File: src/rtl/segmented_sieve_marker_core_assert.svh
// Assertion macros for the segmented sieve marker core.
`ifndef SEGMENTED_SIEVE_MARKER_CORE_ASSERT_SVH
`define SEGMENTED_SIEVE_MARKER_CORE_ASSERT_SVH
// Same-cycle implication, clocked on clk, off during reset.
`define SSM_ASSERT_IMP(lbl, ante, cons, msg) \
	lbl: assert property (@(posedge clk) disable iff (!arst_n) (ante) |-> (cons)) else $error(msg);
// Next-cycle implication.
`define SSM_ASSERT_NXT(lbl, ante, cons, msg) \
	lbl: assert property (@(posedge clk) disable iff (!arst_n) (ante) |=> (cons)) else $error(msg);
`endif

File: src/rtl/ssm_pkg.sv
// Shared types and constants of the segmented sieve marker.
package ssm_pkg;
	localparam int PRIME_SLOTS   = 4096;
	localparam int MAX_LAYERS    = 16;
	localparam int SEGMENT_BITS  = 1024;
	localparam int BITS_PER_WORD = 64;
	localparam int SEG_WORDS     = SEGMENT_BITS / BITS_PER_WORD;
	localparam int SLOT_W        = $clog2(PRIME_SLOTS);
	localparam int LAYER_W       = $clog2(MAX_LAYERS);
	localparam int OFF_W         = $clog2(SEGMENT_BITS);
	localparam int WSEL_W        = $clog2(SEG_WORDS);
	localparam int PRIME_W       = 24;
	localparam int POS_W         = 32;
	localparam int SEGNUM_W      = 22;
	localparam int CFG_W         = 13;
	localparam int APOS_W        = POS_W + 2;
	localparam logic [POS_W-1:0] NEVER_POS = '1;

	typedef enum logic [1:0] {
		KIND_PRIME = 2'd0,
		KIND_POS   = 2'd1,
		KIND_SIEVE = 2'd2,
		KIND_NONE  = 2'd3
	} kind_t;

	typedef enum logic [1:0] {
		REG_FIRST = 2'd0,
		REG_END   = 2'd1
	} reg_idx_t;

	typedef enum logic [6:0] {
		ST_IDLE = 7'b0000001,
		ST_RD   = 7'b0000010,
		ST_CHK  = 7'b0000100,
		ST_DIV  = 7'b0001000,
		ST_MARK = 7'b0010000,
		ST_WB   = 7'b0100000,
		ST_EMIT = 7'b1000000
	} state_t;
endpackage

File: src/rtl/ssm_rem_unit.sv
// Bit-serial restoring remainder unit, one dividend bit per cycle.
module ssm_rem_unit import ssm_pkg::*; (
	input  logic               clk,
	input  logic               arst_n,
	input  logic               start,
	input  logic [POS_W-1:0]   dividend,
	input  logic [PRIME_W-1:0] divisor,
	output logic               done,
	output logic [PRIME_W-1:0] remainder
);
	localparam int CNT_W = $clog2(POS_W);

	logic               busy_q;
	logic               done_q;
	logic [CNT_W-1:0]   cnt_q;
	logic [POS_W-1:0]   dvd_q;
	logic [PRIME_W-1:0] rem_q;
	logic [PRIME_W-1:0] dsr_q;
	logic [PRIME_W:0]   trial;
	logic [PRIME_W:0]   diff;
	logic [PRIME_W-1:0] rem_nxt;

	assign trial   = {rem_q, dvd_q[POS_W-1]};
	assign diff    = trial - {1'b0, dsr_q};
	assign rem_nxt = (trial >= {1'b0, dsr_q}) ? diff[PRIME_W-1:0] : trial[PRIME_W-1:0];

	always_ff @(posedge clk or negedge arst_n) begin
		if (!arst_n) begin
			busy_q <= 1'b0;
			done_q <= 1'b0;
			cnt_q  <= '0;
		end else begin
			done_q <= 1'b0;
			if (start) begin
				busy_q <= 1'b1;
				cnt_q  <= '0;
			end else if (busy_q) begin
				cnt_q <= cnt_q + 1'b1;
				if (cnt_q == CNT_W'(POS_W - 1)) begin
					busy_q <= 1'b0;
					done_q <= 1'b1;
				end
			end
		end
	end

	always_ff @(posedge clk) begin
		if (start) begin
			dvd_q <= dividend;
			dsr_q <= divisor;
			rem_q <= '0;
		end else if (busy_q) begin
			dvd_q <= {dvd_q[POS_W-2:0], 1'b0};
			rem_q <= rem_nxt;
		end
	end

	assign done      = done_q;
	assign remainder = rem_q;
endmodule

File: config.mk
export PLATFORM = sky130hd
export DESIGN_NAME = ssm_rem_unit
export DESIGN_NICKNAME = d
export VERILOG_FILES = /design/src/rtl/segmented_sieve_marker_core_assert.svh /design/src/rtl/ssm_pkg.sv /design/src/rtl/ssm_rem_unit.sv
export SDC_FILE = /design/constraint.sdc
export NUM_CORES = 1
export LEC_CHECK = 0
export ABC_AREA = 1
export BUFFER_PORTS_ARGS = -buffer_cell sky130_fd_sc_hd__clkbuf_2
export CAP_MARGIN = 20
export CORE_ASPECT_RATIO = 2
export CORE_UTILIZATION = 62
export CTS_BUF_LIST = sky130_fd_sc_hd__clkbuf_16
export CTS_CLUSTER_SIZE = 28
export DETAILED_ROUTE_END_ITERATION = 6
export PLACE_DENSITY = 0.94
export SLEW_MARGIN = 15
export SYNTH_ARGS = -nofsm -noshare
export SYNTH_HDL_FRONTEND = slang
export SYNTH_SLANG_ARGS = --single-unit
File: constraint.sdc
create_clock -name clk -period 3 [get_ports clk]
set_clock_uncertainty 0.1 [all_clocks]
set_input_delay 0.15 -clock clk [delete_from_list [all_inputs] [get_ports clk]]
set_output_delay 0.15 -clock clk [all_outputs]
set_load 0.05 [all_outputs]
-- After elaboration in Yosys (flattened, before gate mapping)
Index checks and enable logic that the tools add are counted.
Widths: inputs -> output; s select.
- add/sub/neg operators: 2
- muxes and demuxes: 11
- order comparisons: 1
- eq/ne operators: 1
- reductions and logical operators: 1
- operators with widths (kind ; number):
    $mux 32 ; 2
    $ge 25x24->1 ; 1
    $mux 24 ; 1
    $sub 24x24->24 ; 1
    $mux 5 ; 2
    $mux 1 ; 6
    $add 5x1->5 const B ; 1
    $eq 5x5->1 const B ; 1
    $reduce_bool 2->1 ; 1
- output and inout port bits: 25
- bits in registers: 87
- bits of input ports: 59

-- Longest topological paths before layout
Gate-level depths: netlist of the first run.
- word-level depth: 4
- mapped depth: 16
- depth with buffers taken out: 16

-- Worst setup path before layout of the first run
OpenSTA, ideal clock, no wires.
- path type: flip-flop to flip-flop
- start: register rem_q[11], in the netlist remainder[11]
- end: register rem_q[11], in the netlist remainder[11]
- path slack: 736 ps
- clock period less this slack: 2264 ps
- library setup time: 114 ps
- buffers on the path: 1
- arrival time: 2051 ps
- cell stages (with the launch flop): 13
- cell sequence: dfxtp_1 ha_1 nand2_1 inv_2 nand2_1 nand2_1 nand2_1 nand2_1 a21oi_4 buf_2 nand4_1 nand3_1 nand2_1
- cells in the longest elaborated chain, start to end: 2
- RTL lines (element ; line ; source):
    start: declaration ; ssm_rem_unit.sv:17 ; logic [PRIME_W-1:0] rem_q;
    start signal: assignment ; ssm_rem_unit.sv:54 ; rem_q <= rem_nxt;
    $ge 25x24->1 ; ssm_rem_unit.sv:25 ; assign rem_nxt = (trial >= {1'b0, dsr_q}) ? diff[PRIME_W-1:0] : trial[PRIME_W-1:0];
    $mux 24 ; ssm_rem_unit.sv:25 ;
Every way passes these cells.
A chain may end at the register's enable or synchronous reset.

-- Final worst setup path of the first run
- start: register dsr_q[11]
- end: register rem_q[3], in the netlist remainder[3]
- cells in the longest elaborated chain, start to end: 2
- RTL lines (element ; line ; source):
    start: declaration ; ssm_rem_unit.sv:18 ; logic [PRIME_W-1:0] dsr_q;
    start signal: assignment ; ssm_rem_unit.sv:50 ; dsr_q <= divisor;
    $ge 25x24->1 ; ssm_rem_unit.sv:25 ;
    $mux 24 ; ssm_rem_unit.sv:25 ;
Every way passes these cells.

==> impl_metrics.ini, run 1 <==
[clocking]
cts_tree = yes
clock_latency_ps = 350
cts_setup_buffers = 0
cts_buffers = 9
ctsRootBufferMaster = clkbuf_16
ctsResizeCount = 0
cts_hold_buf = 48
clock_path_buffers = 2
cts.sinks = 87
htree_levels = 3
cts.clk_slew.worst_paths_ps = 70

[setup_path]
start_kind = flop
rr_startpoint = dsr_q[11]$_DFFE_PP_
crit_path_end_kind = flop
rrSetupSlack_ps = 520
path_class = reg -> reg
reg2regPathDepth = 13
cp.required_ps = 3200
crit_arrival_ps = 2670
cp_max_fo = 24
r2r_end = remainder[3]$_SDFFE_PP0P_

[floorplan]
dieArea_um2 = 9310
rows = 48
start_util_pct = 63.8
core_region_area_um2 = 8650
die_y_um = 135
die_width_um = 68.7
io_pins = 84

[worst_hold_path]
hold_path.class = in -> reg
hold_start = dividend[19]
hold_depth = 3
hold_end = dvd_q[19]$_DFFE_PP_

[logic_synthesis]
avgSynthCellArea_um2 = 7.09
synth-seq-cells = 87
synth_cell_types = 34
yosysMostFrequentCell = nand2_1
netlist.top_cell.by_area = edfxtp_1
ys_async_sr_fraction_pct = 8.05
synth_fa_ha_area_share_pct = 6.26
seq_area_frac_synth_pct = 42.3
synth_commonest_cells = nand2_1 (346), inv_1 (142), edfxtp_1 (56)
synthesis.nets = 864
synth_top_area_share_pct = 30.5
yosysWarnings = 0
synthMuxAreaShare_pct = 0
synth_flop_cell = edfxtp_1
syn_area_um2 = 5520
synth_area_leaders = edfxtp_1 (30%), nand2_1 (24%), inv_1 (9.7%)
synth_edf_count = 56
synth-xor-area-share_pct = 1.75
synth_top_family_by_area = simple AND/OR/NAND/NOR gates
syn_inst = 778
synth-simple-area-share_pct = 36.3
synth_compound_area_share_pct = 1.88

[sta]
setup_viol = 0
rsz0062_at_grt = no
worst_slew_pin_slew_ps = 839
finalSetupTns_ps = 0
slew_violations = 0
fmax_ghz = 0.404
holdWs_ps = 2.14
layout_min_cycle_time_ps = 2480
fin_crit_sh_pct = 82.6
hold_viol_final = 0
slew_headroom_pct = 44.0

[route]
drc_errors = 0
ant_nets = 0
first_pass_iters = 7
drt-total-wl_um = 16300
drt_iter0_markers = 553
dr_total_vias = 5510
avgRoutedWirePerCell_um = 16.0
avgViaCountPerCell = 5.42

[power_and_ir_drop]
vdd_ir_drop_max_mv = 0.682
clkPwrFrac_pct = 18.1
p_comb_share_pct = 54.5
power.internal_mw = 3.21
swShare_pct = 48.8
p_sw_mw = 3.06
p_seq_share_pct = 27.4
p_leak_nw = 3.76
p_per_area_nw_per_um2 = 920

[cells_and_area]
fin_nets = 997
drive_gt1_share_pct = 12.9
areaGrowthSynthToFinish_pct = 23.5

[run_status]
status = complete, no violations

[placement]
portBuffers = 83
place_congestion = 0.992
dpl.hpwl_um = 10600

[global_route]
grt_util_all_layers_pct = 38.4
grt_pass1_wl_um = 25600
overflow = 0
grt_pass1_vias = 5599
grt_max_degree = 46
antenna_found_initial = 1

[job]
cap_viol_max_count = 0
## per-stage QoR
step	util [%]	cells	power (mW)	setup WS (ps)	instance area [um^2]
CTS	78.8	1016	6.15	577	6810
finish	78.8	1017	6.27	522	6810
global placement	69.8	952	4.91	658	6040
detailed placement	69.8	952	4.98	628	6040
global route	78.8	1017	6.65	357	6810
floorplan	-	778	4.18	736	5520
## worst max path at each step
stage	from	to	cells after the start
2_1_floorplan	remainder[11]$_SDFFE_PP0P_	remainder[11]$_SDFFE_PP0P_	12
3_3_place_gp	dsr_q[11]$_DFFE_PP_	remainder[23]$_SDFFE_PP0P_	13
3_5_place_dp	dsr_q[11]$_DFFE_PP_	remainder[21]$_SDFFE_PP0P_	13
4_1_cts	dsr_q[11]$_DFFE_PP_	remainder[3]$_SDFFE_PP0P_	13
5_1_grt	remainder[15]$_SDFFE_PP0P_	remainder[2]$_SDFFE_PP0P_	12
6_report	dsr_q[11]$_DFFE_PP_	remainder[3]$_SDFFE_PP0P_	13
## area by class of cell
type / instances / area, um^2
Antenna cell: 1 / 2.50
Clock buffer: 9 / 225
Clock inverter: 7 / 65.1
Fill cell: 612 / 1830
Inverter: 143 / 537
Multi-Input combinational cell: 529 / 2550
Sequential cell: 87 / 2340
Tap cell: 100 / 125
Timing Repair Buffer: 141 / 971
## logic make-up (layout without fill, tap and decap cells)
kind of cell    after synthesis  count (layout)
xor+xnor                     11              11
fa+ha+maj                    27              27
compound gates               17              17
other cells                   0               1
buf+inv                     162             300
simple gates                474             474
flops                        87              87
## placed cells by master (no fill, tap or decap), types with 10 or more instances in the layout
master and instances:
dlygate4sd3_1 48, a21oi_1 11, inv_1 144, nand3_1 41, dfxtp_1 24, edfxtp_1 56
clkbuf_2 83, nor2_1 32, ha_1 26, nand4_1 30, buf_4 10, nand2_1 346
## worst max-delay path, stage by stage, from the launching register on
cell and delay, ps:
edfxtp_1 360, inv_1 120, ha_1 270, nand2_1 150, inv_2 40, nand2_1 50, nand2_1 80, nand2_1 70
nand2_1 110, a21oi_4 340, nand3_4 360, nand2_1 200, nand3_1 100, nand2_1 70
## sequential cells by signal (all words and copies together) (netlist names)
| signal | cells |
|---|---|
| remainder | 24 |
| cnt_q | 5 |
| dsr_q | 24 |
| dvd_q | 32 |
| done | 1 |
| busy_q | 1 |
## layer usage
| metal | global-route usage [%] | vias up | part of all wire (%) |
|---|---|---|---|
| li1 | - | 2683 | - |
| met1 | 35.5 | 2497 | 33 |
| met2 | 66.8 | 239 | 53 |
| met3 | 10.3 | 91 | 6.2 |
| met4 | 30.3 | 0 | 7.8 |
| met5 | 0 | - | 0 |
## power by group through the flow
stage / Sequential (mW) / Combinational, mW / Clock [mW]
global placement: 1.73 / 3.18 / 0
detailed placement: 1.74 / 3.24 / 0
CTS: 1.72 / 3.33 / 1.11
global route: 1.75 / 3.74 / 1.16
floorplan: 2.20 / 1.98 / 0
finish: 1.72 / 3.42 / 1.13
Note: power is estimated with default switching activity, not from simulation.
==> inputs of run 2 (changes only) <==
CORE_UTILIZATION = 52   (was 62)
PLACE_DENSITY = 0.85   (was 0.94)
clock period = 2.2 ns   (was 3 ns; I/O delays follow)
==> run 2 against run 1 <==
  * Power grew 60%
  * First-iteration DRC count fell by 20%
  * Combinational power up 79%
  * Via count increased by 7.3%
  * Sequential share of layout area is 3.9 points lower
  * Count of clock-buffer cells in the layout unchanged
  * Sequential power up 38%
  * Critical path type unchanged
  * Critical endpoint is now remainder[23]$_SDFFE_PP0P_
==> impl_metrics.ini, run 2 (synthesis gave the netlist of run 1 again) <==
[run_status]
status = complete, no violations

[global_route]
grt_max_degree = 41
antenna_found_initial = 2
grt_pass1_wl_um = 27400
grt_pass1_vias = 5937
grt_util_all_layers_pct = 33.7
overflow = 0

[setup_path]
path_cells = inv_1 > ha_4 > nand2_1 > buf_4 > inv_1 > nand2_1 > nand2_1 > a21oi_1 > nand4_1 > nand2_1 > nand2_1 > nand3_1 > nand2_1
slowest_stage = edfxtp_1
crit_buf_inv = 3
path_class = reg -> reg
start_kind = flop
crit_arrival_ps = 2310
cpMostUsedCell = nand2_1
crit_path_max_incr_delay_ps = 370
cp.required_ps = 2340
worst_path_dominant_cell_family = simple AND/OR/NAND/NOR gates
cp_max_fo = 4
crit_path_end_kind = flop

[cells_and_area]
final_cell_mix = nand2_1 (321), inv_1 (133), clkbuf_2 (83)
fin_nets = 1060
largest_reg_flops = 32
drive_gt1_share_pct = 25.1
fin_area_um2 = 7740
seq_area_um2 = 2350
layout_commonest_cell = nand2_1
largest-register = dvd_q
multi_input_area_um2 = 2840
areaGrowthSynthToFinish_pct = 40.3
final_util_pct = 75.8
nFillCells = 753

[power_and_ir_drop]
vdd_ir_drop_max_mv = 0.748
p_comb_share_pct = 60.8
p_leak_nw = 4.12
power.internal_mw = 5.36
swShare_pct = 46.6
p_sw_mw = 4.68
total_power_mw = 10.0
clkPwrFrac_pct = 15.5
p_seq_share_pct = 23.7
p_per_area_nw_per_um2 = 1300

[sta]
worst_slew_pin_slew_ps = 443
fin_crit_sh_pct = 99.0
slew_headroom_pct = 70.4
setup_viol = 0
layout_min_cycle_time_ps = 2180
slew_violations = 0
fmax_ghz = 0.459
hold_viol_final = 0

[route]
ant_nets = 0
drt_iter0_markers = 445
drc_errors = 0
avgViaCountPerCell = 5.29
dr_total_vias = 5910
first_pass_iters = 5
avgRoutedWirePerCell_um = 16.5
drt-total-wl_um = 18400

[clocking]
clock_latency_ps = 350
cts.clk_slew.worst_paths_ps = 70
cts_tree = yes
htree_levels = 3
cts.sinks = 87
ctsRootBufferMaster = clkbuf_16
cts_buffers = 9
clock_path_buffers = 2

[floorplan]
dieArea_um2 = 11100
core_region_area_um2 = 10200
die_width_um = 74.8
rows = 52
start_util_pct = 54.0
io_pins = 84
die_y_um = 148

[placement]
portBuffers = 83
dpl.hpwl_um = 11800
place_congestion = 1.03
placedInstanceArea_um2 = 6500

[job]
cap_viol_max_count = 0

[worst_hold_path]
hold_path.class = in -> async
[run 2: cell count changes in the layout (fill, tap and decap cells not counted), sizes merged]
| cell | previous run | this run |
|---|---|---|
| clkinv | 1 | 5 |
| clkbuf | 92 | 93 |
| clkinvlp | 2 | 1 |
| inv | 146 | 143 |
| diode | 1 | 3 |
| dlygate4sd3 | 48 | 57 |
| buf | 10 | 63 |
[run 2: layer usage]
layer | up-vias | track usage (%) | part of all wire, %
li1 | 2808 | - | -
met1 | 2719 | 31.2 | 33
met2 | 271 | 61.5 | 54
met3 | 112 | 5.25 | 4.6
met4 | 0 | 26.6 | 8.3
met5 | - | 0 | 0
[run 2: path summary, 6_finish.rpt]
check	to	cells after the start	from	slack, ps
setup / recovery	remainder[23]$_SDFFE_PP0P_	13	dsr_q[17]$_DFFE_PP_	20
hold / removal	busy_q$_DFF_PN0_	2	arst_n	50
setup reg to reg	remainder[23]$_SDFFE_PP0P_	13	dsr_q[17]$_DFFE_PP_	20
hold reg to reg	remainder[5]$_SDFFE_PP0P_	2	remainder[5]$_SDFFE_PP0P_	380
max in group asynchronous	cnt_q[3]$_DFFE_PN0P_	2	arst_n	1780
min in group clk	cnt_q[2]$_DFFE_PN0P_	2	start	110
[run 2: layout make-up]
cell class / count / area share (%)
Sequential cell: 87 / 30.4
Clock inverter: 7 / 0.824
Clock buffer: 9 / 2.91
Multi-Input combinational cell: 529 / 36.7
Tap cell: 135 / 2.18
Inverter: 143 / 6.97
Timing Repair Buffer: 204 / 20.0
Antenna cell: 3 / 0.0970
[run 2: timing repair]
item,4_1_cts,5_1_grt
endpoints found under the setup margin,1,24
cloned,0,1
gates resized for setup,1,74
endpoints found under the hold margin,63,0
hold buffers,57,0
setup buffers,0,6
pin swaps,0,22
[run 2: power groups by stage]
stage | logic (mW) | clock network, mW | registers (mW)
2_1_floorplan | 2.71 | 0 | 3.02
3_3_place_gp | 5.16 | 0 | 2.33
3_5_place_dp | 5.22 | 0 | 2.34
4_1_cts | 5.34 | 1.53 | 2.30
5_1_grt | 6.55 | 1.61 | 2.40
6_report | 6.11 | 1.55 | 2.38
[run 2: metrics by stage]
| stage | instances | setup TNS (ps) | hold WS [ps] | setup slack, ps |
|---|---|---|---|---|
| 3_5_place_dp | 1034 | 0 | -145 | 14.8 |
| 4_1_cts | 1107 | 0 | 38.3 | 0.250 |
| 5_1_grt | 1117 | -172 | 68.4 | -75.7 |
| 2_1_floorplan | 778 | 0 | -286 | 2.23 |
| 3_3_place_gp | 1034 | 0 | -149 | 55.6 |
| 6_report | 1117 | 0 | 47.1 | 22.5 |
[run 2: worst reg2reg max path: cells and delay by family (launching register included)]
kind | cells | cell delay [ps]
AO/OA/AOI/OAI | 1 | 220
AND/OR/NAND/NOR | 8 | 770
buffers and inverters | 3 | 350
flip-flops | 1 | 370
adder cells (fa/ha/maj) | 1 | 260
==> inputs of run 3 (changes only) <==
PLACE_DENSITY = 0.81   (was 0.85)
==> run 3 against run 2 <==
  * Final cell count shrank 1.7%
  * Clock power decreased by 5%
  * Largest power group unchanged
  * Sequential power hardly changed
  * Global-route usage fell by 1.9 points
  * Highest routed layer unchanged
  * Non-clock buffer count down 16
  * Routed wire length down 6.6%
  * Worst hold slack worse by 5.6 ps
  * Register-to-register slack hardly changed
==> impl_metrics.ini, run 3 (synthesis gave the netlist of run 1 again) <==
[sta]
layout_min_cycle_time_ps = 2170
setup_viol = 0
finalSetupTns_ps = 0
slew_violations = 0
hold_viol_final = 0
fmax_ghz = 0.461
fin_crit_sh_pct = 98.7
slew_headroom_pct = 73.5
holdWs_ps = 41.5
worst_slew_pin_slew_ps = 398

[floorplan]
dieArea_um2 = 11100
rows = 52
start_util_pct = 54.0
io_pins = 84
core_region_area_um2 = 10200
die_width_um = 74.8
die_y_um = 148

[run_status]
status = complete, no violations

[global_route]
grt_max_degree = 37
antenna_found_initial = 0
overflow = 0
grt_pass1_vias = 5585
grt_pass1_wl_um = 25900
grt_util_all_layers_pct = 31.8

[cells_and_area]
seq_area_um2 = 2350
areaGrowthSynthToFinish_pct = 37.7
largest_reg_flops = 32
fin_nets = 1044
nFillCells = 806
final_util_pct = 74.4
antenna_cells = 0
drive_gt1_share_pct = 23.1
final_cell_mix = nand2_1 (328), inv_1 (140), clkbuf_2 (83)
layout_commonest_cell = nand2_1
final_cells = 1098
multi_input_area_um2 = 2850
largest-register = dvd_q

[route]
drc_errors = 0
ant_nets = 0
drt_iter0_markers = 388
dr_total_vias = 5646
avgViaCountPerCell = 5.14
drt-total-wl_um = 17200
first_pass_iters = 5
avgRoutedWirePerCell_um = 15.7

[clocking]
ctsRootBufferMaster = clkbuf_16
cts_buffers = 9
cts.clk_slew.worst_paths_ps = 70
clock_path_buffers = 2
clock_latency_ps = 350
htree_levels = 3
cts_tree = yes
cts.sinks = 87

[setup_path]
crit_arrival_ps = 2310
cp.required_ps = 2340
crit_path_max_incr_delay_ps = 380
path_cells = inv_2 > ha_4 > inv_4 > fa_2 > nand2_2 > nand2_1 > and2_4 > nand2_1 > nand2_2 > buf_4 > xnor2_1 > nand2_1 > nand3_1 > nand2_1
path_class = reg -> reg
cpMostUsedCell = nand2_1
crit_path_end_kind = flop
cp_max_fo = 4
slowest_stage = edfxtp_1
start_kind = flop

[power_and_ir_drop]
total_power_mw = 9.55
vdd_ir_drop_max_mv = 0.707
p_per_area_nw_per_um2 = 1260
p_leak_nw = 4.03

[placement]
portBuffers = 83
dpl.cell_count = 1022
place_congestion = 0.978
dpl.hpwl_um = 11500

[worst_hold_path]
hold_path.class = in -> async

[job]
cap_viol_max_count = 0
-- run 3: cell count changes in the layout (fill, tap and decap cells not counted), moves of 6 or more --
cell / before / now
buf_4: 56 / 43
inv_1: 133 / 140
inv_2: 9 / 3
nand2_1: 321 / 328
nand2_2: 25 / 17
-- run 3: area by class of cell --
class / count / share of cell area [%]
clock inverter: 7 / 0.626
timing repair buffer: 188 / 18.6
clock buffer: 9 / 2.96
multi-input combinational: 529 / 37.5
sequential: 87 / 31.0
tap: 135 / 2.22
inverter: 143 / 7.10
-- run 3: metrics by stage --
step,area [um^2],worst slack [ps]
2_1_floorplan,5530,2.23
3_3_place_gp,6400,-23.3
3_5_place_dp,6400,-41.2
4_1_cts,7250,18.5
5_1_grt,7600,-101
6_report,7600,29.5
-- run 3: repair_timing --
item,4_1_cts,5_1_grt
resized for setup,2,66
pin swaps,1,10
hold buffers,57,0
setup buffers,0,2
endpoints found under the setup margin,2,24
cloned,0,1
hold endpoints to repair,63,0
-- run 3: final timing paths --
| kind | start | to | slack, ps | cells past startpoint |
|---|---|---|---|---|
| hold reg to reg | remainder[6]$_SDFFE_PP0P_ | remainder[6]$_SDFFE_PP0P_ | 380 | 2 |
| hold / removal | arst_n | cnt_q[2]$_DFFE_PN0P_ | 40 | 2 |
| min in group clk | start | cnt_q[2]$_DFFE_PN0P_ | 150 | 2 |
| setup reg to reg | dvd_q[31]$_DFFE_PP_ | remainder[8]$_SDFFE_PP0P_ | 30 | 14 |
| setup / recovery | dvd_q[31]$_DFFE_PP_ | remainder[8]$_SDFFE_PP0P_ | 30 | 14 |
| max in group asynchronous | arst_n | cnt_q[0]$_DFFE_PN0P_ | 1780 | 2 |
-- run 3: metal layers --
layer / GRT usage [%] / part of all wire [%]
met2: 57.8 / 54
met3: 5.86 / 5.3
met1: 30.8 / 34
met4: 21.3 / 7.0
met5: 0 / 0
-- run 3: power by group --
group,internal (mW),switching [mW]
Sequential,2.08,0.325
Combinational,2.17,3.50
Clock,0.769,0.703
-- run 3: worst max-delay path: cells and delay by family (launching register included) --
| kind | cells | cell delay [ps] |
|---|---|---|
| xor gates and xnor gates | 1 | 150 |
| buffers and inverters | 3 | 280 |
| DFF | 1 | 380 |
| adders and majority gates | 2 | 510 |
| and+or+nand+nor | 8 | 650 |
